==> src/rtl/core/hcbm_pkg.sv <==
// Shared types and constants for the hysteretic charge balance meter.
// No dependencies; imported by every module of the block.
package hcbm_pkg;

    localparam int CODE_W  = 16;
    localparam int CNT_W   = 16;
    localparam int GAIN_W  = 24;
    localparam int CUR_W   = 32;
    localparam int BAD_W   = 32;
    localparam int OP_W    = 2;
    localparam int CFG_IDX_W = 3;
    localparam int CFG_DAT_W = 32;

    // operation codes
    localparam logic [OP_W-1:0] OP_TICK    = 2'd0;
    localparam logic [OP_W-1:0] OP_RELEASE = 2'd1;
    localparam logic [OP_W-1:0] OP_START   = 2'd2;

    // register indexes
    localparam logic [CFG_IDX_W-1:0] REG_UPPER    = 3'd0;
    localparam logic [CFG_IDX_W-1:0] REG_LOWER    = 3'd1;
    localparam logic [CFG_IDX_W-1:0] REG_WIN_LEN  = 3'd2;
    localparam logic [CFG_IDX_W-1:0] REG_GAIN     = 3'd3;
    localparam logic [CFG_IDX_W-1:0] REG_POS_REF  = 3'd4;
    localparam logic [CFG_IDX_W-1:0] REG_NEG_REF  = 3'd5;

    localparam logic [CODE_W-1:0] UPPER_RST   = 16'hFFFF;
    localparam logic [CODE_W-1:0] LOWER_RST   = 16'h0000;
    localparam logic [CNT_W-1:0]  WIN_LEN_RST = 16'd6250;
    localparam logic [CODE_W-1:0] CODE_FLOOR  = 16'h0000;
    localparam logic [CODE_W-1:0] CODE_FULL   = 16'hFFFF;

    typedef struct packed {
        logic [OP_W-1:0]   operation;
        logic [CODE_W-1:0] ctrl_code;
        logic [CODE_W-1:0] obs_code;
    } item_t;

    typedef struct packed {
        logic                    select_neg;
        logic                    window_done;
        logic                    locked;
        logic [CNT_W-1:0]        samples_in_window;
        logic signed [CUR_W-1:0] ctrl_current;
        logic signed [CUR_W-1:0] obs_current;
        logic [CNT_W-1:0]        pos_ticks;
        logic [CNT_W-1:0]        neg_ticks;
        logic [BAD_W-1:0]        bad_reads;
    } result_t;

    typedef struct packed {
        logic [CODE_W-1:0]       upper_code;
        logic [CODE_W-1:0]       lower_code;
        logic [CNT_W-1:0]        window_len;
        logic [GAIN_W-1:0]       volt_gain;
        logic signed [CUR_W-1:0] pos_ref_current;
        logic signed [CUR_W-1:0] neg_ref_current;
    } cfg_t;

    // one classified item on its way from front to back
    typedef struct packed {
        logic              select_neg;
        logic              window_done;
        logic              locked;
        logic [CNT_W-1:0]  samples_in_window;
        logic [CNT_W-1:0]  pos_ticks;
        logic [CNT_W-1:0]  neg_ticks;
        logic [BAD_W-1:0]  bad_reads;
        logic [CODE_W-1:0] first_ctrl;
        logic [CODE_W-1:0] last_ctrl;
        logic [CODE_W-1:0] first_obs;
        logic [CODE_W-1:0] last_obs;
        logic [CNT_W-1:0]  win_pos;
        logic [CNT_W-1:0]  win_neg;
    } entry_t;

    typedef enum logic [2:0] {
        BK_IDLE,
        BK_MUL,
        BK_SUM,
        BK_DIV,
        BK_SAT,
        BK_OUT
    } back_state_t;

endpackage

==> src/rtl/core/hcbm_queue.sv <==
// Small FIFO of classified entries between front and back.
// Depends on hcbm_pkg for the entry type.
module hcbm_queue #(
    parameter int DEPTH = 2
) (
    input  logic             clk,
    input  logic             rst_n,
    input  logic             push,
    input  hcbm_pkg::entry_t push_entry,
    output logic             full,
    input  logic             pop,
    output logic             head_valid,
    output hcbm_pkg::entry_t head_entry
);
    import hcbm_pkg::*;

    localparam int PTR_W = (DEPTH > 1) ? $clog2(DEPTH) : 1;
    localparam int CNT_QW = $clog2(DEPTH + 1);
    localparam logic [PTR_W-1:0]  PTR_LAST = PTR_W'(DEPTH - 1);
    localparam logic [CNT_QW-1:0] CNT_FULL = CNT_QW'(DEPTH);

    entry_t            mem [DEPTH];
    logic [PTR_W-1:0]  wr_ptr_reg, wr_ptr_next;
    logic [PTR_W-1:0]  rd_ptr_reg, rd_ptr_next;
    logic [CNT_QW-1:0] count_reg, count_next;

    assign full       = (count_reg == CNT_FULL);
    assign head_valid = (count_reg != '0);
    assign head_entry = mem[rd_ptr_reg];

    always_comb
    begin
        wr_ptr_next = wr_ptr_reg;
        rd_ptr_next = rd_ptr_reg;
        count_next  = count_reg;
        if (push)
        begin
            wr_ptr_next = (wr_ptr_reg == PTR_LAST) ? '0 : wr_ptr_reg + 1'b1;
        end
        if (pop)
        begin
            rd_ptr_next = (rd_ptr_reg == PTR_LAST) ? '0 : rd_ptr_reg + 1'b1;
        end
        if (push && !pop)
        begin
            count_next = count_reg + 1'b1;
        end
        else if (pop && !push)
        begin
            count_next = count_reg - 1'b1;
        end
    end

    always_ff @(posedge clk or negedge rst_n)
    begin
        if (!rst_n)
        begin
            wr_ptr_reg <= '0;
            rd_ptr_reg <= '0;
            count_reg  <= '0;
        end
        else
        begin
            wr_ptr_reg <= wr_ptr_next;
            rd_ptr_reg <= rd_ptr_next;
            count_reg  <= count_next;
        end
    end

    always_ff @(posedge clk)
    begin
        if (push)
        begin
            mem[wr_ptr_reg] <= push_entry;
        end
    end

endmodule

==> config.mk <==
export PLATFORM = sky130hd
export DESIGN_NAME = hcbm_queue
export DESIGN_NICKNAME = d
export VERILOG_FILES = /design/src/rtl/core/hcbm_pkg.sv /design/src/rtl/core/hcbm_queue.sv
export SDC_FILE = /design/constraint.sdc
export NUM_CORES = 1
export LEC_CHECK = 0
export ABC_AREA = 1
export BUFFER_PORTS_ARGS = -buffer_cell sky130_fd_sc_hd__buf_2
export CORE_AREA = 10 10 170 172
export CTS_BUF_LIST = sky130_fd_sc_hd__clkbuf_8
export DETAILED_ROUTE_END_ITERATION = 6
export DIE_AREA = 0 0 180 182
export GPL_TIMING_DRIVEN = 1
export PLACE_DENSITY = 0.81
export SLEW_MARGIN = 20
export SYNTH_ARGS = -nofsm -noshare
export SYNTH_HDL_FRONTEND = slang
export SYNTH_SLANG_ARGS = --single-unit
==> constraint.sdc <==
create_clock -name clk -period 11.7 [get_ports clk]
set_input_delay 0.585 -clock clk [delete_from_list [all_inputs] [get_ports clk]]
set_output_delay 0.585 -clock clk [all_outputs]
set_load 0.02 [all_outputs]
==> flow_metrics.env <==
export IMPL_gp_congestion=0.8291
export IMPL_largest_reg_flops=358
export IMPL_p_per_area_nw_per_um2=249.6
export IMPL_cts_root_buf="clkbuf_8"
export IMPL_grt_max_degree=74
export IMPL_setup_viol=0
export IMPL_synth_area_leaders="edfxtp_1, mux2_4, mux2_2"
export IMPL_wl_per_cell_um=21.72
export IMPL_p_leak_nw=6.653
export IMPL_grtUsageMet1=0.1920
export IMPL_cts_resized=0
export IMPL_yosysTopAreaCellShare=0.7950
export IMPL_cts_buffer_depth=3
export IMPL_io_buffers=363
export IMPL_netlist_top_cell_by_area="edfxtp_1"
export IMPL_die_w_um=180
export IMPL_syn_to_final_growth_pct=23.29
export IMPL_grt_pass1_wl_um=44170
export IMPL_status="completed"
export IMPL_max_clock_freq_ghz=0.2672
export IMPL_via_per_inst=5.028
export IMPL_ys_seq_elements=362
export IMPL_cp_max_fo=61
export IMPL_synthXorXnorAreaFrac=0.001943
export IMPL_register_area_um2=10850
export IMPL_cts_tree="built"
export IMPL_cts_made_buffers=54
export IMPL_cp_startpoint="rd_ptr_reg"
export IMPL_synth_compound_area_share=0
export IMPL_hold_path_class="in2reg"
export IMPL_grt_setup_unrepaired="no"
export IMPL_netlist_instances=582
export IMPL_vias=6903
export IMPL_endpoint_kind="output pin"
export IMPL_mappedNetlistArea_um2=13520
export IMPL_tightest_slew_ps=1110
export IMPL_cp_arrival_ps=3160
export IMPL_worst_setup_path_type="reg2out"
export IMPL_clock_latency_ps=560
export IMPL_cp_required_ps=11120
export IMPL_synth_simple_area_share=0.003053
export IMPL_cts_clk_slew_worst_paths_ps=70
export IMPL_initial_core_util=0.5279
export IMPL_final_nets=1173
export IMPL_drive_above_1_share=0.6023
export IMPL_synth_adder_area_share=0.0009252
export IMPL_grt_pass1_vias=7475
export IMPL_min_from="push_entry[24]"
export IMPL_rows=59
export IMPL_antenna_found_initial=5
export IMPL_grt_met2_usage=0.3006
export IMPL_use_met3=0.07177
export IMPL_r2r_cells=3
export IMPL_die_area_um2=32760
export IMPL_busiest_layer="met2"
export IMPL_gr_total_overflow=0
export IMPL_pin_count=364
export IMPL_hold_violations=0
export IMPL_design_area_um2=16670
export IMPL_dp_hpwl_um=20860
export IMPL_synthesis_nets=766
export IMPL_r2r_start="wr_ptr_reg"
export IMPL_dpl_cell_area_um2=15650
export IMPL_yosys_cell_types_count=14
export IMPL_synth_top_family_by_area="multiplexers"
export IMPL_maxSlewHeadroom=0.2600
export IMPL_tns_ps=0
export IMPL_ir_drop_mv=0.1770
export IMPL_yosysSeqAreaShare=0.8024
export IMPL_core_area_um2=25620
export IMPL_timing_final_crit_share=0.3199
export IMPL_grt_use_total=0.1744
export IMPL_cap_violations=0
export IMPL_finalCriticalPeriod_ps=3743
export IMPL_clock_sinks=362
export IMPL_die_height_um=182
export IMPL_skew_ps=20.60
export IMPL_n_fill_cell=1713
export IMPL_synthMuxAreaShare=0.1768
export IMPL_whs_path_depth=1
export IMPL_h_tree_depth=2
export IMPL_whs_ps=205.2
export IMPL_start_kind="flop"
export IMPL_drt_iter0_drc=400
export IMPL_drv_slew=0
export IMPL_multiInputGateArea_um2=2479
export IMPL_ant_nets=0
export IMPL_dr_pass1_iters=4
export IMPL_synth_area_per_cell_um2=23.24
export IMPL_routed_wirelength_um=29820
export IMPL_ys_warn_count=0
export IMPL_drc=0
==> power by group <==
part | internal, mW | total, mW | switching, mW
clock | 0.478 | 0.925 | 0.447
combinational | 0.592 | 1.41 | 0.817
sequential | 1.72 | 1.83 | 0.104
total | 2.79 | 4.16 | 1.37
==> cells in the final DEF (no fill, tap or decap), drive strengths merged <==
cell,instances
buf,370
bufinv,1
clkbuf,58
clkinv,20
clkinvlp,2
dfrtp,4
diode,7
dlygate4sd3,1
edfxtp,358
ha,1
inv,24
mux2,179
nand2,6
nand3,1
nand4,1
nor2,2
xnor2,1
xor2,2
==> stage by stage <==
step | utilization | power [mW] | std cells | setup slack (ps)
after detailed placement | 0.6110 | 3.287 | 1267 | 8530
after CTS | 0.6502 | 4.221 | 1366 | 7913
after global placement | 0.6110 | 3.262 | 1267 | 8498
after floorplan | - | 2.909 | 582 | 2868
final | 0.6509 | 4.161 | 1373 | 7957
after global routing | 0.6505 | 4.358 | 1369 | 7794
==> path summary, 6_finish.rpt <==
check	end	slack, ps
max in group asynchronous	rd_ptr_reg	11130
min	mem[1][24]	210
max reg2reg	mem[0][128]	9420
max	head_entry[125]	7960
min in group asynchronous	count_reg[1]	390
min reg2reg	count_reg[1]	500
==> per-layer routing <==
| metal | vias up | routed length (um) |
|---|---|---|
| met2 | 334 | 15300 |
| met1 | 3367 | 10920 |
| met3 | 52 | 2972 |
| li1 | 3148 | - |
| met5 | - | 13 |
| met4 | 2 | 621 |
==> synth_stat cells <==
library cell  instances
nand3_1               1
nor2_1                2
buf_6                12
nand4_1               1
xnor2_1               1
mux2_2               79
nand2_1               6
buf_2                 8
inv_1                 7
edfxtp_1            358
dfrtp_1               4
ha_1                  1
xor2_1                2
mux2_4              100
==> cells by family (layout without fill, tap and decap cells) <==
family,after synthesis,count (layout)
buf+inv,27,476
mux,179,179
fa+ha+maj,1,1
simple gates,10,10
flops,362,362
xor+xnor,3,3
other cells,0,7
==> cell type report <==
class | instances | share of cell area
clock inverter | 40 | 0.01163
antenna | 7 | 0.001051
inverter | 7 | 0.001876
sequential | 362 | 0.6510
clock buffer | 58 | 0.04788
tap | 335 | 0.02514
multi-input combinational | 193 | 0.1487
timing repair buffer | 371 | 0.1127
==> worst max-delay path, stage by stage (launching register included) <==
cell	delay (ps)
dfrtp_4	1000
buf_4	970
mux2_4	370
buf_2	160
==> repair_timing <==
item | in CTS | in global routing
setup buffers | 0 | 0
hold endpoints to repair | 4 | 0
hold buffers | 1 | 0
(Power assumes the default switching activity.)
