### config.mk
export PLATFORM = sky130hd
export DESIGN_NAME = hcbm_back
export DESIGN_NICKNAME = d
export VERILOG_FILES = /design/src/rtl/core/hcbm_pkg.sv /design/src/rtl/core/hcbm_back.sv
export SDC_FILE = /design/constraint.sdc
export NUM_CORES = 2
export LEC_CHECK = 0
export BUFFER_PORTS_ARGS = -buffer_cell sky130_fd_sc_hd__buf_2
export CAP_MARGIN = 10
export CORE_ASPECT_RATIO = 0.8
export CORE_UTILIZATION = 64
export CTS_CLUSTER_SIZE = 40
export DETAILED_ROUTE_END_ITERATION = 7
export PLACE_DENSITY_LB_ADDON = 0.05
export SYNTH_ARGS = -nofsm -noshare
export SYNTH_HDL_FRONTEND = slang
export SYNTH_SLANG_ARGS = --single-unit
### constraint.sdc
create_clock -name clk -period 13.9 [get_ports clk]
set_clock_uncertainty 0.1 [all_clocks]
set_input_delay 2.085 -clock clk [delete_from_list [all_inputs] [get_ports clk]]
set_output_delay 2.085 -clock clk [all_outputs]
set_load 0.01 [all_outputs]
### src/rtl/core/hcbm_pkg.sv
// Shared types and constants for the hysteretic charge balance meter.
// No dependencies; imported by every module of the block.
package hcbm_pkg;

    localparam int CODE_W  = 16;
    localparam int CNT_W   = 16;
    localparam int GAIN_W  = 24;
    localparam int CUR_W   = 32;
    localparam int BAD_W   = 32;
    localparam int OP_W    = 2;
    localparam int CFG_IDX_W = 3;
    localparam int CFG_DAT_W = 32;

    // operation codes
    localparam logic [OP_W-1:0] OP_TICK    = 2'd0;
    localparam logic [OP_W-1:0] OP_RELEASE = 2'd1;
    localparam logic [OP_W-1:0] OP_START   = 2'd2;

    // register indexes
    localparam logic [CFG_IDX_W-1:0] REG_UPPER    = 3'd0;
    localparam logic [CFG_IDX_W-1:0] REG_LOWER    = 3'd1;
    localparam logic [CFG_IDX_W-1:0] REG_WIN_LEN  = 3'd2;
    localparam logic [CFG_IDX_W-1:0] REG_GAIN     = 3'd3;
    localparam logic [CFG_IDX_W-1:0] REG_POS_REF  = 3'd4;
    localparam logic [CFG_IDX_W-1:0] REG_NEG_REF  = 3'd5;

    localparam logic [CODE_W-1:0] UPPER_RST   = 16'hFFFF;
    localparam logic [CODE_W-1:0] LOWER_RST   = 16'h0000;
    localparam logic [CNT_W-1:0]  WIN_LEN_RST = 16'd6250;
    localparam logic [CODE_W-1:0] CODE_FLOOR  = 16'h0000;
    localparam logic [CODE_W-1:0] CODE_FULL   = 16'hFFFF;

    typedef struct packed {
        logic [OP_W-1:0]   operation;
        logic [CODE_W-1:0] ctrl_code;
        logic [CODE_W-1:0] obs_code;
    } item_t;

    typedef struct packed {
        logic                    select_neg;
        logic                    window_done;
        logic                    locked;
        logic [CNT_W-1:0]        samples_in_window;
        logic signed [CUR_W-1:0] ctrl_current;
        logic signed [CUR_W-1:0] obs_current;
        logic [CNT_W-1:0]        pos_ticks;
        logic [CNT_W-1:0]        neg_ticks;
        logic [BAD_W-1:0]        bad_reads;
    } result_t;

    typedef struct packed {
        logic [CODE_W-1:0]       upper_code;
        logic [CODE_W-1:0]       lower_code;
        logic [CNT_W-1:0]        window_len;
        logic [GAIN_W-1:0]       volt_gain;
        logic signed [CUR_W-1:0] pos_ref_current;
        logic signed [CUR_W-1:0] neg_ref_current;
    } cfg_t;

    // one classified item on its way from front to back
    typedef struct packed {
        logic              select_neg;
        logic              window_done;
        logic              locked;
        logic [CNT_W-1:0]  samples_in_window;
        logic [CNT_W-1:0]  pos_ticks;
        logic [CNT_W-1:0]  neg_ticks;
        logic [BAD_W-1:0]  bad_reads;
        logic [CODE_W-1:0] first_ctrl;
        logic [CODE_W-1:0] last_ctrl;
        logic [CODE_W-1:0] first_obs;
        logic [CODE_W-1:0] last_obs;
        logic [CNT_W-1:0]  win_pos;
        logic [CNT_W-1:0]  win_neg;
    } entry_t;

    typedef enum logic [2:0] {
        BK_IDLE,
        BK_MUL,
        BK_SUM,
        BK_DIV,
        BK_SAT,
        BK_OUT
    } back_state_t;

endpackage

### src/rtl/core/hcbm_back.sv
// Back end: turns queue entries into result items; computes window currents
// with a shared multiply stage and a restoring divider. Depends on hcbm_pkg.
module hcbm_back (
    input  logic              clk,
    input  logic              rst_n,
    input  hcbm_pkg::cfg_t    cfg,
    input  logic              head_valid,
    input  hcbm_pkg::entry_t  head_entry,
    output logic              pop,
    output logic              result_valid,
    input  logic              result_stall,
    output hcbm_pkg::result_t result
);
    import hcbm_pkg::*;

    localparam int PG_W  = GAIN_W + 1 + CODE_W + 1;    // gain * code difference
    localparam int PR_W  = CNT_W + 1 + CUR_W;          // count * reference
    localparam int NUM_W = PR_W + 1;
    localparam int DEN_W = CNT_W + 1;
    localparam int DIV_STEPS = NUM_W;
    localparam int STEP_W = $clog2(DIV_STEPS);
    localparam logic [STEP_W-1:0] STEP_LAST = STEP_W'(DIV_STEPS - 1);
    localparam logic [NUM_W-1:0]  POS_LIM = NUM_W'(64'h7FFF_FFFF);
    localparam logic [NUM_W-1:0]  NEG_LIM = NUM_W'(64'h8000_0000);
    localparam logic signed [CUR_W-1:0] CUR_MAX = 32'sh7FFF_FFFF;
    localparam logic signed [CUR_W-1:0] CUR_MIN = 32'sh8000_0000;

    back_state_t state_reg, state_next;

    entry_t                   entry_reg;
    logic                     chan_reg;
    logic signed [PG_W-1:0]   prod_g_reg;
    logic signed [PR_W-1:0]   prod_p_reg;
    logic signed [PR_W-1:0]   prod_n_reg;
    logic [DEN_W-1:0]         den_reg;
    logic                     den_zero_reg;
    logic                     num_neg_reg;
    logic [NUM_W-1:0]         dvd_reg;
    logic [DEN_W-1:0]         rem_reg;
    logic [STEP_W-1:0]        step_reg;
    logic signed [CUR_W-1:0]  held_ctrl_reg;
    logic signed [CUR_W-1:0]  held_obs_reg;
    logic                     res_valid_reg;
    result_t                  res_reg;

    logic                     slot_free;
    logic                     load_pass;
    logic                     load_done;
    logic                     capture;

    logic [CODE_W-1:0]        first_code, last_code;
    logic signed [CODE_W:0]   diff;
    logic signed [CNT_W:0]    neg_m1;
    logic [DEN_W-1:0]         tick_sum;
    logic signed [NUM_W-1:0]  num;
    logic [DEN_W:0]           trial;
    logic signed [CUR_W-1:0]  sat_val;

    assign slot_free = !res_valid_reg || !result_stall;

    // control
    always_comb
    begin
        state_next = state_reg;
        pop        = 1'b0;
        load_pass  = 1'b0;
        load_done  = 1'b0;
        capture    = 1'b0;
        case (state_reg)
            BK_IDLE:
            begin
                if (head_valid)
                begin
                    if (!head_entry.window_done)
                    begin
                        if (slot_free)
                        begin
                            pop       = 1'b1;
                            load_pass = 1'b1;
                        end
                    end
                    else
                    begin
                        pop        = 1'b1;
                        capture    = 1'b1;
                        state_next = BK_MUL;
                    end
                end
            end
            BK_MUL: state_next = BK_SUM;
            BK_SUM: state_next = BK_DIV;
            BK_DIV:
            begin
                if (step_reg == STEP_LAST)
                begin
                    state_next = BK_SAT;
                end
            end
            BK_SAT: state_next = chan_reg ? BK_OUT : BK_MUL;
            BK_OUT:
            begin
                if (slot_free)
                begin
                    load_done  = 1'b1;
                    state_next = BK_IDLE;
                end
            end
            default: state_next = BK_IDLE;
        endcase
    end

    always_ff @(posedge clk or negedge rst_n)
    begin
        if (!rst_n)
        begin
            state_reg <= BK_IDLE;
        end
        else
        begin
            state_reg <= state_next;
        end
    end

    // datapath
    always_comb
    begin
        first_code = chan_reg ? entry_reg.first_obs : entry_reg.first_ctrl;
        last_code  = chan_reg ? entry_reg.last_obs  : entry_reg.last_ctrl;
        diff       = $signed({1'b0, last_code}) - $signed({1'b0, first_code});
        neg_m1     = $signed({1'b0, entry_reg.win_neg}) - 17'sd1;
        tick_sum   = {1'b0, entry_reg.win_pos} + {1'b0, entry_reg.win_neg};
        num        = NUM_W'(prod_g_reg) - NUM_W'(prod_p_reg) - NUM_W'(prod_n_reg);
        trial      = {rem_reg, dvd_reg[NUM_W-1]} - {1'b0, den_reg};
        if (den_zero_reg)
        begin
            sat_val = '0;
        end
        else if (num_neg_reg)
        begin
            sat_val = (dvd_reg > NEG_LIM) ? CUR_MIN : -$signed(dvd_reg[CUR_W-1:0]);
        end
        else
        begin
            sat_val = (dvd_reg > POS_LIM) ? CUR_MAX : $signed(dvd_reg[CUR_W-1:0]);
        end
    end

    always_ff @(posedge clk)
    begin
        if (capture)
        begin
            entry_reg <= head_entry;
        end
        case (state_reg)
            BK_MUL:
            begin
                prod_g_reg   <= $signed({1'b0, cfg.volt_gain}) * diff;
                prod_p_reg   <= $signed({1'b0, entry_reg.win_pos}) * cfg.pos_ref_current;
                prod_n_reg   <= neg_m1 * cfg.neg_ref_current;
                den_zero_reg <= (tick_sum <= 17'd1);
                den_reg      <= tick_sum - 17'd1;
            end
            BK_SUM:
            begin
                num_neg_reg <= num[NUM_W-1];
                dvd_reg     <= num[NUM_W-1] ? NUM_W'(-num) : NUM_W'(num);
                rem_reg     <= '0;
                step_reg    <= '0;
            end
            BK_DIV:
            begin
                if (!trial[DEN_W])
                begin
                    rem_reg <= trial[DEN_W-1:0];
                end
                else
                begin
                    rem_reg <= {rem_reg[DEN_W-2:0], dvd_reg[NUM_W-1]};
                end
                dvd_reg  <= {dvd_reg[NUM_W-2:0], !trial[DEN_W]};
                step_reg <= step_reg + 1'b1;
            end
            default:
            begin
            end
        endcase
    end

    always_ff @(posedge clk or negedge rst_n)
    begin
        if (!rst_n)
        begin
            chan_reg      <= 1'b0;
            held_ctrl_reg <= '0;
            held_obs_reg  <= '0;
            res_valid_reg <= 1'b0;
        end
        else
        begin
            if (capture)
            begin
                chan_reg <= 1'b0;
            end
            else if (state_reg == BK_SAT)
            begin
                chan_reg <= 1'b1;
                // no new result is loaded while the back is busy, so held values update here
                if (chan_reg)
                begin
                    held_obs_reg <= sat_val;
                end
                else
                begin
                    held_ctrl_reg <= sat_val;
                end
            end
            if (load_pass || load_done)
            begin
                res_valid_reg <= 1'b1;
            end
            else if (!result_stall)
            begin
                res_valid_reg <= 1'b0;
            end
        end
    end

    always_ff @(posedge clk)
    begin
        if (load_pass || load_done)
        begin
            res_reg.select_neg        <= load_pass ? head_entry.select_neg
                                                   : entry_reg.select_neg;
            res_reg.window_done       <= load_done;
            res_reg.locked            <= load_pass ? head_entry.locked : entry_reg.locked;
            res_reg.samples_in_window <= load_pass ? head_entry.samples_in_window
                                                   : entry_reg.samples_in_window;
            res_reg.ctrl_current      <= held_ctrl_reg;
            res_reg.obs_current       <= held_obs_reg;
            res_reg.pos_ticks         <= load_pass ? head_entry.pos_ticks
                                                   : entry_reg.pos_ticks;
            res_reg.neg_ticks         <= load_pass ? head_entry.neg_ticks
                                                   : entry_reg.neg_ticks;
            res_reg.bad_reads         <= load_pass ? head_entry.bad_reads
                                                   : entry_reg.bad_reads;
        end
    end

    assign result_valid = res_valid_reg;
    assign result       = res_reg;

endmodule

==> flow_metrics.tcl <==
set metrics [dict create \
    die_w_um 398 \
    slowest_delay_ps 960 \
    crit_required_ps 14220 \
    synth.area.top_cells "fa_1 (35%), edfxtp_1 (21%), inv_1 (7.9%)" \
    fmax_mhz 85.3 \
    ff2ff_setup_slack_ps 2170 \
    synth_seq_cells 626 \
    period_needed_ps 11730 \
    drc_errors 0 \
    worst_path_max_delay_cell "dfrtp_2" \
    overflow 0 \
    crit_fanout 34 \
    use_met2 0.516 \
    worst_pin_slew_ps 1350 \
    synth_warnings 0 \
    fin_crit_sh 0.844 \
    synth_top_area_cell "fa_1" \
    critPathBufInv 3 \
    largest_register_ffs 178 \
    yosys.cell_types.count 95 \
    post-cts-setup-buffers 0 \
    crit_cells 35 \
    clock_path_buffers 3 \
    port_buffers 419 \
    wl_per_cell_um 19.6 \
    path_clk_slew_ps 60 \
    die_area_sq_mm 0.127 \
    ctsResizeCount 0 \
    avgSynthCellArea_sq_um 9.98 \
    grt_max_degree 159 \
    outcome "complete, no violations" \
    grt_usage 0.320 \
    async_flop_share 0.110 \
    viasPerCell 5.64 \
    gp_congestion 0.908 \
    cp-endpoint "prod_g_reg[40]" \
    path_class "register to register" \
    start_kind "register" \
    cp_top_family "compound AO/OA/AOI/OAI gates" \
    numCtsBuffers 69 \
    grt_pass1_vias 59513 \
    cp.arrival_ps 12040 \
    top_usage_layer "met2" \
    yosysSeqAreaShare 0.230 \
    use_met1 0.448 \
    area_growth_pct 7.42 \
    crit_path_start "chan_reg" \
    ys.flop_type "edfxtp_1" \
    setup_violations 0 \
    root_buffer "clkbuf_16" \
    netlist_instances 8038 \
    core_sq_mm 0.124 \
    synth_area_sq_mm 0.0802 \
    reg2reg_from "chan_reg" \
    start_util 0.649 \
    synth_top_area_share 0.347 \
    holdPathStages 0 \
    dr.pass1.iters 5 \
    cp_common_cell "fa_1" \
    synth_edf_count 557 \
    clkLatencyLatePin_ps 660 \
    wl_um 195000 \
    hpwl_um 152000 \
    cts_tree "done" \
    min_path_type "register to register" \
    cts_sinks 626 \
    dr_total_vias 56257 \
    hold_buffers 0 \
    grt_pass1_wl_um 318000 \
    final_hold_viol_count 0 \
    io_pins 468 \
    r2r-end "prod_g_reg[40]" \
    fin_nets 10474 \
    synth_nets 10230 \
    max_cap_violations 0 \
    use_met3 0.0609 \
    antenna_found_initial 3 \
    drive_gt1_frac 0.0956 \
    maxSlewViolCount 0 \
    drtAntennaViolNets 0 \
    ff2ff_path_depth 35 \
    drt_iter0_markers 4346 \
    endpoint_kind "register" \
    relSlewSlack 0.0938 \
    final.setup.tns_ps 0 \
    rows 115 \
    rsz0062_at_grt "false" \
    cts.htree.levels 3 \
    fp.dieH_um 319 \
]
stage by stage:
stage / util / std cells / hold WS (ps) / instance area [sq um] / worst slack, ps
5_1_grt: 0.697 / 9978 / 349 / 86200 / 1420
6_report: 0.697 / 9978 / 342 / 86200 / 2170
4_1_cts: 0.697 / 9974 / 339 / 86100 / 2170
3_5_place_dp: 0.678 / 9847 / 330 / 83800 / 2280
2_1_floorplan: - / 8038 / 325 / 80200 / 3880
3_3_place_gp: 0.678 / 9847 / 330 / 83800 / 2410
synth_stat cells (6+ instances only):
cell,instances
o31a_1,6
a221oi_1,7
and3_1,37
nand4_1,34
or3_1,29
fa_1,1391
o21a_1,31
a211oi_1,14
and2_1,385
nor3_1,52
o21ai_1,8
o221ai_1,18
dfrtp_1,69
inv_1,1678
nor2_1,265
nand4b_1,6
o211ai_1,23
buf_2,16
ha_1,482
a21oi_1,258
a21boi_0,15
mux2i_1,31
o2111ai_1,6
or4_1,6
edfxtp_1,557
nand2_1,1057
mux2_2,102
xor2_1,92
or2_2,30
xnor2_1,185
clkbuf_1,288
o31ai_1,24
nor4_1,22
nand2b_1,39
o21ai_0,187
a21o_1,96
nand3_1,76
o21bai_1,26
a31oi_1,21
nor3b_1,12
nand3b_1,6
nor2b_1,239
cells in the final DEF, fill, tap and decap left out, drive strengths merged, types with 30 or more instances in the layout:
master	n
ha	482
nor3	55
edfxtp	557
xnor2	187
xor2	92
fa	1391
nand2b	39
clkbuf	88
inv	1687
a21o	97
buf	485
nand2	1057
and2	385
nand4	34
mux2	102
nand3	76
mux2i	31
nor2b	239
or3	30
and3	38
a21oi	263
dfrtp	69
o21ai	199
nor2	267
o21a	31
or2	30
routing by layer:
| layer | part of all wire | vias to the layer above |
|---|---|---|
| met5 | 0.000067 | - |
| met4 | 0.024 | 2 |
| met3 | 0.082 | 286 |
| met2 | 0.47 | 2105 |
| met1 | 0.42 | 28432 |
| li1 | - | 25432 |
cell type report:
cell class / instances / area (sq um)
multi-input cells: 5421 / 54400
clock buffers: 88 / 1830
well taps: 1638 / 2050
flip-flops and latches: 626 / 18500
repair buffers: 485 / 2610
inverters: 1679 / 6300
clock inverters: 39 / 463
diodes: 2 / 5.00
fillers: 9529 / 37400
worst min-delay path by stage:
stage                     startpoint          end  slack, ps
floorplan           held_ctrl_reg[4]  result[100]        320
finish              held_ctrl_reg[3]   result[99]        340
CTS                 held_ctrl_reg[3]   result[99]        340
detailed placement   held_obs_reg[2]   result[66]        330
global placement    held_obs_reg[18]   result[82]        330
global route         held_obs_reg[2]   result[66]        350
cell families after synthesis:
| group | Yosys count | synth area share |
|---|---|---|
| and+or+nand+nor | 2321 | 0.140 |
| buffers and inverters | 1991 | 0.0937 |
| adders and majority gates | 1873 | 0.422 |
| AOI/OAI and AO/OA | 815 | 0.0650 |
| DFF | 626 | 0.230 |
| xor gates and xnor gates | 279 | 0.0307 |
| muxes | 133 | 0.0182 |
Power is left out: the tool's default activity adds up to more than one toggle a clock period on the data nets, which glitch-free logic cannot reach.
