===== src/rtl/core/hcbm_pkg.sv =====
// Shared types and constants for the hysteretic charge balance meter.
// No dependencies; imported by every module of the block.
package hcbm_pkg;

    localparam int CODE_W  = 16;
    localparam int CNT_W   = 16;
    localparam int GAIN_W  = 24;
    localparam int CUR_W   = 32;
    localparam int BAD_W   = 32;
    localparam int OP_W    = 2;
    localparam int CFG_IDX_W = 3;
    localparam int CFG_DAT_W = 32;

    // operation codes
    localparam logic [OP_W-1:0] OP_TICK    = 2'd0;
    localparam logic [OP_W-1:0] OP_RELEASE = 2'd1;
    localparam logic [OP_W-1:0] OP_START   = 2'd2;

    // register indexes
    localparam logic [CFG_IDX_W-1:0] REG_UPPER    = 3'd0;
    localparam logic [CFG_IDX_W-1:0] REG_LOWER    = 3'd1;
    localparam logic [CFG_IDX_W-1:0] REG_WIN_LEN  = 3'd2;
    localparam logic [CFG_IDX_W-1:0] REG_GAIN     = 3'd3;
    localparam logic [CFG_IDX_W-1:0] REG_POS_REF  = 3'd4;
    localparam logic [CFG_IDX_W-1:0] REG_NEG_REF  = 3'd5;

    localparam logic [CODE_W-1:0] UPPER_RST   = 16'hFFFF;
    localparam logic [CODE_W-1:0] LOWER_RST   = 16'h0000;
    localparam logic [CNT_W-1:0]  WIN_LEN_RST = 16'd6250;
    localparam logic [CODE_W-1:0] CODE_FLOOR  = 16'h0000;
    localparam logic [CODE_W-1:0] CODE_FULL   = 16'hFFFF;

    typedef struct packed {
        logic [OP_W-1:0]   operation;
        logic [CODE_W-1:0] ctrl_code;
        logic [CODE_W-1:0] obs_code;
    } item_t;

    typedef struct packed {
        logic                    select_neg;
        logic                    window_done;
        logic                    locked;
        logic [CNT_W-1:0]        samples_in_window;
        logic signed [CUR_W-1:0] ctrl_current;
        logic signed [CUR_W-1:0] obs_current;
        logic [CNT_W-1:0]        pos_ticks;
        logic [CNT_W-1:0]        neg_ticks;
        logic [BAD_W-1:0]        bad_reads;
    } result_t;

    typedef struct packed {
        logic [CODE_W-1:0]       upper_code;
        logic [CODE_W-1:0]       lower_code;
        logic [CNT_W-1:0]        window_len;
        logic [GAIN_W-1:0]       volt_gain;
        logic signed [CUR_W-1:0] pos_ref_current;
        logic signed [CUR_W-1:0] neg_ref_current;
    } cfg_t;

    // one classified item on its way from front to back
    typedef struct packed {
        logic              select_neg;
        logic              window_done;
        logic              locked;
        logic [CNT_W-1:0]  samples_in_window;
        logic [CNT_W-1:0]  pos_ticks;
        logic [CNT_W-1:0]  neg_ticks;
        logic [BAD_W-1:0]  bad_reads;
        logic [CODE_W-1:0] first_ctrl;
        logic [CODE_W-1:0] last_ctrl;
        logic [CODE_W-1:0] first_obs;
        logic [CODE_W-1:0] last_obs;
        logic [CNT_W-1:0]  win_pos;
        logic [CNT_W-1:0]  win_neg;
    } entry_t;

    typedef enum logic [2:0] {
        BK_IDLE,
        BK_MUL,
        BK_SUM,
        BK_DIV,
        BK_SAT,
        BK_OUT
    } back_state_t;

endpackage


===== src/rtl/core/hcbm_front.sv =====
// Front end: accepts items, runs the window and phase control, counts bad reads.
// Depends on hcbm_pkg; pushes one classified entry per item into the queue.
module hcbm_front (
    input  logic           clk,
    input  logic           rst_n,
    input  hcbm_pkg::cfg_t cfg,
    input  hcbm_pkg::item_t item,
    input  logic           accept,
    output hcbm_pkg::entry_t entry
);
    import hcbm_pkg::*;

    logic              phase_neg_reg, phase_neg_next;
    logic [CNT_W-1:0]  pos_count_reg, pos_count_next;
    logic [CNT_W-1:0]  neg_count_reg, neg_count_next;
    logic [CNT_W-1:0]  tick_index_reg, tick_index_next;
    logic              lock_reg, lock_next;
    logic [CODE_W-1:0] first_ctrl_reg, first_ctrl_next;
    logic [CODE_W-1:0] first_obs_reg, first_obs_next;
    logic [CNT_W-1:0]  held_pos_reg, held_pos_next;
    logic [CNT_W-1:0]  held_neg_reg, held_neg_next;
    logic [BAD_W-1:0]  bad_reg, bad_next;
    logic              done;
    logic [CNT_W-1:0]  pos_inc, neg_inc, tick_inc;

    always_comb
    begin
        phase_neg_next  = phase_neg_reg;
        pos_count_next  = pos_count_reg;
        neg_count_next  = neg_count_reg;
        tick_index_next = tick_index_reg;
        lock_next       = lock_reg;
        first_ctrl_next = first_ctrl_reg;
        first_obs_next  = first_obs_reg;
        held_pos_next   = held_pos_reg;
        held_neg_next   = held_neg_reg;
        bad_next        = bad_reg;
        done            = 1'b0;
        pos_inc         = pos_count_reg;
        neg_inc         = neg_count_reg;
        tick_inc        = tick_index_reg + 16'd1;
        case (item.operation)
            OP_TICK:
            begin
                if (item.obs_code == CODE_FLOOR || item.obs_code == CODE_FULL)
                begin
                    bad_next = bad_reg + 32'd1;
                end
                if (!lock_reg)
                begin
                    if (tick_index_reg == '0)
                    begin
                        first_ctrl_next = item.ctrl_code;
                        first_obs_next  = item.obs_code;
                    end
                    if (!phase_neg_reg)
                    begin
                        pos_inc = pos_count_reg + 16'd1;
                        if (item.ctrl_code >= cfg.upper_code)
                        begin
                            phase_neg_next = 1'b1;
                        end
                    end
                    else
                    begin
                        neg_inc = neg_count_reg + 16'd1;
                        if (item.ctrl_code <= cfg.lower_code)
                        begin
                            phase_neg_next = 1'b0;
                        end
                    end
                    pos_count_next  = pos_inc;
                    neg_count_next  = neg_inc;
                    tick_index_next = tick_inc;
                    if (tick_inc >= cfg.window_len)
                    begin
                        done            = 1'b1;
                        held_pos_next   = pos_inc;
                        held_neg_next   = neg_inc;
                        lock_next       = 1'b1;
                        tick_index_next = '0;
                        pos_count_next  = '0;
                        neg_count_next  = '0;
                    end
                end
            end
            OP_RELEASE:
            begin
                lock_next = 1'b0;
            end
            OP_START:
            begin
                pos_count_next  = '0;
                neg_count_next  = '0;
                tick_index_next = '0;
                lock_next       = 1'b0;
                held_pos_next   = '0;
                held_neg_next   = '0;
                phase_neg_next  = 1'b1;
            end
            default:
            begin
            end
        endcase
    end

    always_comb
    begin
        entry.select_neg        = phase_neg_next;
        entry.window_done       = done;
        entry.locked            = lock_next;
        entry.samples_in_window = tick_index_next;
        entry.pos_ticks         = held_pos_next;
        entry.neg_ticks         = held_neg_next;
        entry.bad_reads         = bad_next;
        entry.first_ctrl        = first_ctrl_next;
        entry.last_ctrl         = item.ctrl_code;
        entry.first_obs         = first_obs_next;
        entry.last_obs          = item.obs_code;
        entry.win_pos           = pos_inc;
        entry.win_neg           = neg_inc;
    end

    always_ff @(posedge clk or negedge rst_n)
    begin
        if (!rst_n)
        begin
            phase_neg_reg  <= 1'b0;
            pos_count_reg  <= '0;
            neg_count_reg  <= '0;
            tick_index_reg <= '0;
            lock_reg       <= 1'b0;
            held_pos_reg   <= '0;
            held_neg_reg   <= '0;
            bad_reg        <= '0;
        end
        else if (accept)
        begin
            phase_neg_reg  <= phase_neg_next;
            pos_count_reg  <= pos_count_next;
            neg_count_reg  <= neg_count_next;
            tick_index_reg <= tick_index_next;
            lock_reg       <= lock_next;
            held_pos_reg   <= held_pos_next;
            held_neg_reg   <= held_neg_next;
            bad_reg        <= bad_next;
        end
    end

    // first codes are always written before they are used
    always_ff @(posedge clk)
    begin
        if (accept)
        begin
            first_ctrl_reg <= first_ctrl_next;
            first_obs_reg  <= first_obs_next;
        end
    end

endmodule


===== config.mk =====
export PLATFORM = sky130hd
export DESIGN_NAME = hcbm_front
export DESIGN_NICKNAME = d
export VERILOG_FILES = /design/src/rtl/core/hcbm_pkg.sv /design/src/rtl/core/hcbm_front.sv
export SDC_FILE = /design/constraint.sdc
export NUM_CORES = 1
export LEC_CHECK = 0
export ABC_AREA = 1
export BUFFER_PORTS_ARGS = -buffer_cell sky130_fd_sc_hd__buf_2
export CORE_AREA = 2 2 147 149
export DETAILED_ROUTE_END_ITERATION = 8
export DIE_AREA = 0 0 149 151
export PLACE_DENSITY = 0.86
export SKIP_LAST_GASP = 1
export SYNTH_ARGS = -nofsm -noshare
export SYNTH_HDL_FRONTEND = slang
export SYNTH_SLANG_ARGS = --single-unit
export TNS_END_PERCENT = 1

===== constraint.sdc =====
create_clock -name clk -period 6.6 [get_ports clk]
set_input_delay 1.32 -clock clk [delete_from_list [all_inputs] [get_ports clk]]
set_output_delay 1.32 -clock clk [all_outputs]
set_load 0.05 [all_outputs]

==> metrics.cfg, run 1 <==
[global_routing]
antenna_found_initial=1
grt_pass1_wl_mm=55.6
grt_pass1_vias=11500
grt_usage=0.308
grt_max_degree=89
grt.overflow.total=0

[sta]
slew_headroom=0.290
slew_violations=0
hold_violations=0
fin_crit_sh=0.871
fmax_mhz=174
whs_ps=506
rsz0062_at_grt=no
worst_pin_slew_ps=1070
fin_setup_tns_ps=0
skew_ps=11.0
finalSetupViolCount=0
worst_slack_ps=853
layout_min_cycle_time_ps=5750

[clock_network]
cts_resized=0
numCtsBuffers=17
cts_tree=done
cts_root_buf=clkbuf_16
cts_hold_buf=0
cts.sinks=146
post_cts_buffers=0
insertion_delay_ps=440
clkTransAtPathRegs_ps=60
clockBufferDepth=2
h-tree-depth=4

[hold_path]
hp-class=reg2reg

[yosys]
ys_warn_count=0
synth_edf_count=32
synth.avg_cell_area_um2=6.56
syn_area_mm2=0.0117
synthesis.nets=2004
synth-main-ff-cell=dfrtp_1
yosys.area.top_type=dfrtp_1
ys_seq_elements=146
yosysSeqAreaShare=0.327
synthTopCellsByArea=dfrtp_1 (24%), nand2_1 (24%), edfxtp_1 (8.2%)
synth.distinct_cells=46
synthCells=1778
ys_async_sr_fraction=0.781
synth.top_cell.area_share=0.244

[routing]
firstDrtPassIters=5
drt-vias-per-instance=5.42
wirelength_mm=35.1
antenna_left=0
post-route-drc-count=0
drt-wirelength-per-cell_um=15.6
vias=12200
drtIter0Drc=865

[floorplanning]
die-width_um=149
initial_utilization=0.560
fp-row-count=53
die_area_mm2=0.0225
ios=352
coreArea_mm2=0.0208
die_y_um=151

[layout]
areaGrowthSynthToFinish_pct=15.0
fin_nets=2191
drive_gt1_frac=0.178
largest_reg_flops=32

[pwr]
power_leakage_nw=7.45
max-vdd-ir-drop_v=0.000224
power.density_mw_per_mm2=232
power_w=0.00312

[worst_setup_path]
critPathCaptureType=output pin
start_kind=flop
required_ps=5280
path_max_fanout=35
slowest_stage=nand2_2
path_class=reg2out
crit_chain=ha_1 -> nand3_1 -> nor2_1 -> nand4_1 -> nand2_1 -> inv_1 -> ha_1 -> nand4_1 -> nor2_1 -> nand2_4 -> nand2_4 -> nand2_2 -> nand2_1 -> a21boi_1 -> buf_2
critical_path_buf_inv_count=2
slowest_delay_ps=490
worstPathArrival_ps=4430
cp_top_family=simple AND/OR/NAND/NOR gates

[status]
status=finished, final reports clean

[placed_design]
pre_cts_ws_ps=1310
routabilityCongestion=0.931
portBuffers=263
hpwl_mm=25.4

[flow_run]
cap_violations=0

## stage by stage
stage	utilization	cells	instance area [um^2]
after floorplan	-	1778	11700
after global placement	0.616	2221	12800
after detailed placement	0.616	2221	12800
after CTS	0.644	2252	13400
after global routing	0.645	2253	13400
final	0.645	2253	13400
## worst min-delay path, cell delays in order, from the launching register on
cell and delay, ps:
dfrtp_1 360, nand2_1 60, nand2_1 60
## power by group
part	switching, W	leakage [nW]	internal [W]
logic	0.000779	5.29	0.000244
registers	0.0000677	1.87	0.00101
clock network	0.000400	0.285	0.000611
total	0.00125	7.45	0.00187
## worst paths after layout
check                      depth (start not counted)                           from  slack, ps                             to
setup / recovery                                  15  tick_index_reg[0]$_DFFE_PN0P_        850                     entry[153]
hold / removal                                     2    held_pos_reg[5]$_DFFE_PN0P_        510    held_pos_reg[5]$_DFFE_PN0P_
setup reg to reg                                  15  tick_index_reg[0]$_DFFE_PN0P_       2740  neg_count_reg[11]$_DFFE_PN0P_
hold reg to reg                                    2    held_pos_reg[5]$_DFFE_PN0P_        510    held_pos_reg[5]$_DFFE_PN0P_
max in group asynchronous                          2                          rst_n       4320  neg_count_reg[12]$_DFFE_PN0P_
min in group asynchronous                          1                          rst_n        940        bad_reg[17]$_DFFE_PN0P_
## synthesized netlist by cell type, types with 9 or more instances
cell,n
nand2_1,737
inv_1,213
nand3_1,128
dfrtp_1,114
nor2_1,83
o21ai_0,74
ha_1,53
buf_2,36
buf_4,36
xor2_1,35
nand4_1,33
edfxtp_1,32
o22ai_1,32
a21oi_1,26
clkbuf_1,26
nor3_1,16
mux2_1,15
inv_2,11
nor2_2,11
a21boi_1,9
## per-layer routing
metal / share of wire / routed length, um / global-route usage
met5: 0 / 0 / 0
met4: 0.036 / 1280 / 0.139
met3: 0.072 / 2550 / 0.0530
met2: 0.49 / 17100 / 0.541
met1: 0.41 / 14200 / 0.370
## area by class of cell
cell class / instances / area (um^2)
Timing Repair Buffer: 273 / 1400
Inverter: 227 / 853
Fill cell: 1891 / 7400
Sequential cell: 146 / 3810
Clock inverter: 10 / 136
Clock buffer: 21 / 460
Tap cell: 275 / 344
Antenna cell: 1 / 2.50
Multi-Input combinational cell: 1300 / 6410
## kinds of logic (layout without fill, tap and decap cells)
kind of cell	count (synthesis)	count (layout)	synth area share
fa+ha+maj	53	53	0.0568
mux	15	15	0.0145
flops	146	146	0.327
compound gates	155	155	0.0734
simple gates	1038	1038	0.374
other cells	0	1	0
xor+xnor	39	39	0.0306
buf+inv	332	531	0.124
## cell usage in the layout, fill, tap and decap left out, types with 33 or more instances in the layout
master and n:
nand3_1 127, nand2_1 737, o21ai_0 74, nand4_1 33, xor2_1 35, nor2_1 83, buf_2 261, inv_1 213
dfrtp_1 114, ha_1 53
Power figures use the tool's default switching activity.
==> run 2, diff against run 1 <==
--- a/config.mk
+++ b/config.mk
@@ -7,10 +7,10 @@
 export LEC_CHECK = 0
 export ABC_AREA = 1
 export BUFFER_PORTS_ARGS = -buffer_cell sky130_fd_sc_hd__buf_2
-export CORE_AREA = 2 2 147 149
+export CORE_AREA = 2 2 149 151
 export DETAILED_ROUTE_END_ITERATION = 8
-export DIE_AREA = 0 0 149 151
-export PLACE_DENSITY = 0.86
+export DIE_AREA = 0 0 151 153
+export PLACE_DENSITY = 0.84
 export SKIP_LAST_GASP = 1
 export SYNTH_ARGS = -nofsm -noshare
 export SYNTH_HDL_FRONTEND = slang
==> metrics.cfg, run 2 (synthesis gave the netlist of run 1 again) <==
[pwr]
power_leakage_nw=7.46
max-vdd-ir-drop_v=0.000188
power.density_mw_per_mm2=233

[global_routing]
grt_pass1_wl_mm=56.1
antenna_found_initial=4
grt_max_degree=71
grt_pass1_vias=11500
grt_usage=0.303
grt.overflow.total=0

[sta]
layout_min_cycle_time_ps=5350
fmax_mhz=187
finalSetupViolCount=0
hold_violations=0
fin_setup_tns_ps=0
worst_pin_slew_ps=1100
skew_ps=12.7
rsz0062_at_grt=no
slew_violations=0
slew_headroom=0.265
fin_crit_sh=0.810

[routing]
vias=12100
post-route-drc-count=0
wirelength_mm=35.0
drt-vias-per-instance=5.36
drt-wirelength-per-cell_um=15.5
firstDrtPassIters=6
antenna_left=0
drtIter0Drc=1050

[clock_network]
cts_hold_buf=0
clockBufferDepth=2
h-tree-depth=4
clkTransAtPathRegs_ps=60
cts_root_buf=clkbuf_16
cts_tree=done
numCtsBuffers=17
cts.sinks=146
post_cts_buffers=0
insertion_delay_ps=440
cts_resized=0

[placed_design]
routabilityCongestion=0.932
portBuffers=263
hpwl_mm=25.2
placed_cell_area_mm2=0.0128

[worst_setup_path]
critPathCaptureType=output pin
path_class=reg2out
required_ps=5280
path_max_fanout=29
crit_chain=ha_1 -> nand3_1 -> nor2_1 -> nand4_1 -> nand2_1 -> inv_1 -> ha_1 -> nand4_1 -> nor2_1 -> nand2_4 -> nand2_4 -> nand2_2 -> nand2_1 -> a21boi_1 -> buf_2
slowest_delay_ps=490
slowest_stage=dfrtp_1
cp_top_family=simple AND/OR/NAND/NOR gates
critPathLaunch=tick_index_reg[0]$_DFFE_PN0P_
r2r_start=tick_index_reg[0]$_DFFE_PN0P_
critical_path_buf_inv_count=2
start_kind=flop
worstPathArrival_ps=4030

[hold_path]
hp-class=reg2reg
worstHoldStart=held_neg_reg[2]$_DFFE_PN0P_

[layout]
layout_common_cells=nand2_1 (737), buf_2 (261), inv_1 (213)
drive_gt1_frac=0.179
final_area_mm2=0.0135
largest_reg_flops=32
fin_util=0.626
mostFrequentLayoutCell=nand2_1
fin_nets=2193
areaGrowthSynthToFinish_pct=15.3

[floorplanning]
die_y_um=153
coreArea_mm2=0.0215
fp-row-count=54
die_area_mm2=0.0231
ios=352
initial_utilization=0.543
die-width_um=151

[flow_run]
cap_violations=0

[status]
status=finished, final reports clean

[run 2: cell count changes in the layout (fill, tap and decap cells not counted)]
| cell | previous run | this run |
|---|---|---|
| clkbuf_8 | 2 | 0 |
| clkinvlp_4 | 3 | 4 |
| buf_4 | 12 | 14 |
| clkbuf_1 | 2 | 1 |
| clkinv_4 | 1 | 2 |
| clkinv_2 | 4 | 2 |
| inv_6 | 0 | 4 |
| diode_2 | 1 | 4 |
[run 2: final cells by class]
type | count | area, um^2
tap | 280 | 350
inverter | 227 | 853
clock inverter | 14 | 178
timing repair buffer | 275 | 1410
sequential | 146 | 3810
multi-input combinational | 1300 | 6410
antenna | 4 | 10.0
clock buffer | 18 | 429
fill | 1970 | 8030
[run 2: path summary, 6_finish.rpt]
path | to | slack, ps | depth (start not counted)
worst min-delay path | held_neg_reg[2]$_DFFE_PN0P_ | 500 | 2
worst max register to register | neg_count_reg[5]$_DFFE_PN0P_ | 2790 | 16
min in group asynchronous | bad_reg[17]$_DFFE_PN0P_ | 1000 | 1
worst min register to register | held_neg_reg[2]$_DFFE_PN0P_ | 500 | 2
worst max-delay path | entry[149] | 1250 | 15
max in group asynchronous | held_pos_reg[2]$_DFFE_PN0P_ | 4340 | 2
[run 2: routing by layer]
metal / wire, um / GRT usage / up-vias
li1: - / - / 5963
met1: 14000 / 0.362 / 5628
met2: 17000 / 0.514 / 467
met3: 2710 / 0.0681 / 80
met4: 1340 / 0.145 / 0
met5: 0 / 0 / -
[run 2: worst reg2reg max path: stages, from the launching register on]
cell and delay (ps):
dfrtp_1 490, ha_1 230, nand3_1 180, nor2_1 230, nand3_1 90, nand2_1 70
nand2_1 60, inv_1 100, ha_1 250, nand2_1 60, o21ai_1 100, nor2_4 410
nand2_4 90, buf_4 270, inv_2 150, nand3_2 540, o22ai_1 360
[run 2: power breakdown]
| group | leakage (nW) | total [W] | internal [W] | switching (W) |
|---|---|---|---|---|
| combinational | 5.30 | 0.00102 | 0.000245 | 0.000780 |
| sequential | 1.87 | 0.00108 | 0.00101 | 0.0000660 |
| clock | 0.284 | 0.00103 | 0.000600 | 0.000433 |
[run 2: stage by stage]
| stage | total power (W) | std cells | hold slack, ps | setup slack [ps] |
|---|---|---|---|---|
| finish | 0.00314 | 2264 | 501 | 1250 |
| global route | 0.00328 | 2264 | 523 | 991 |
| CTS | 0.00314 | 2260 | 506 | 1280 |
| detailed placement | 0.00211 | 2228 | 488 | 1500 |
| global placement | 0.00209 | 2228 | 483 | 1560 |
| floorplan | 0.00186 | 1778 | 471 | 1980 |
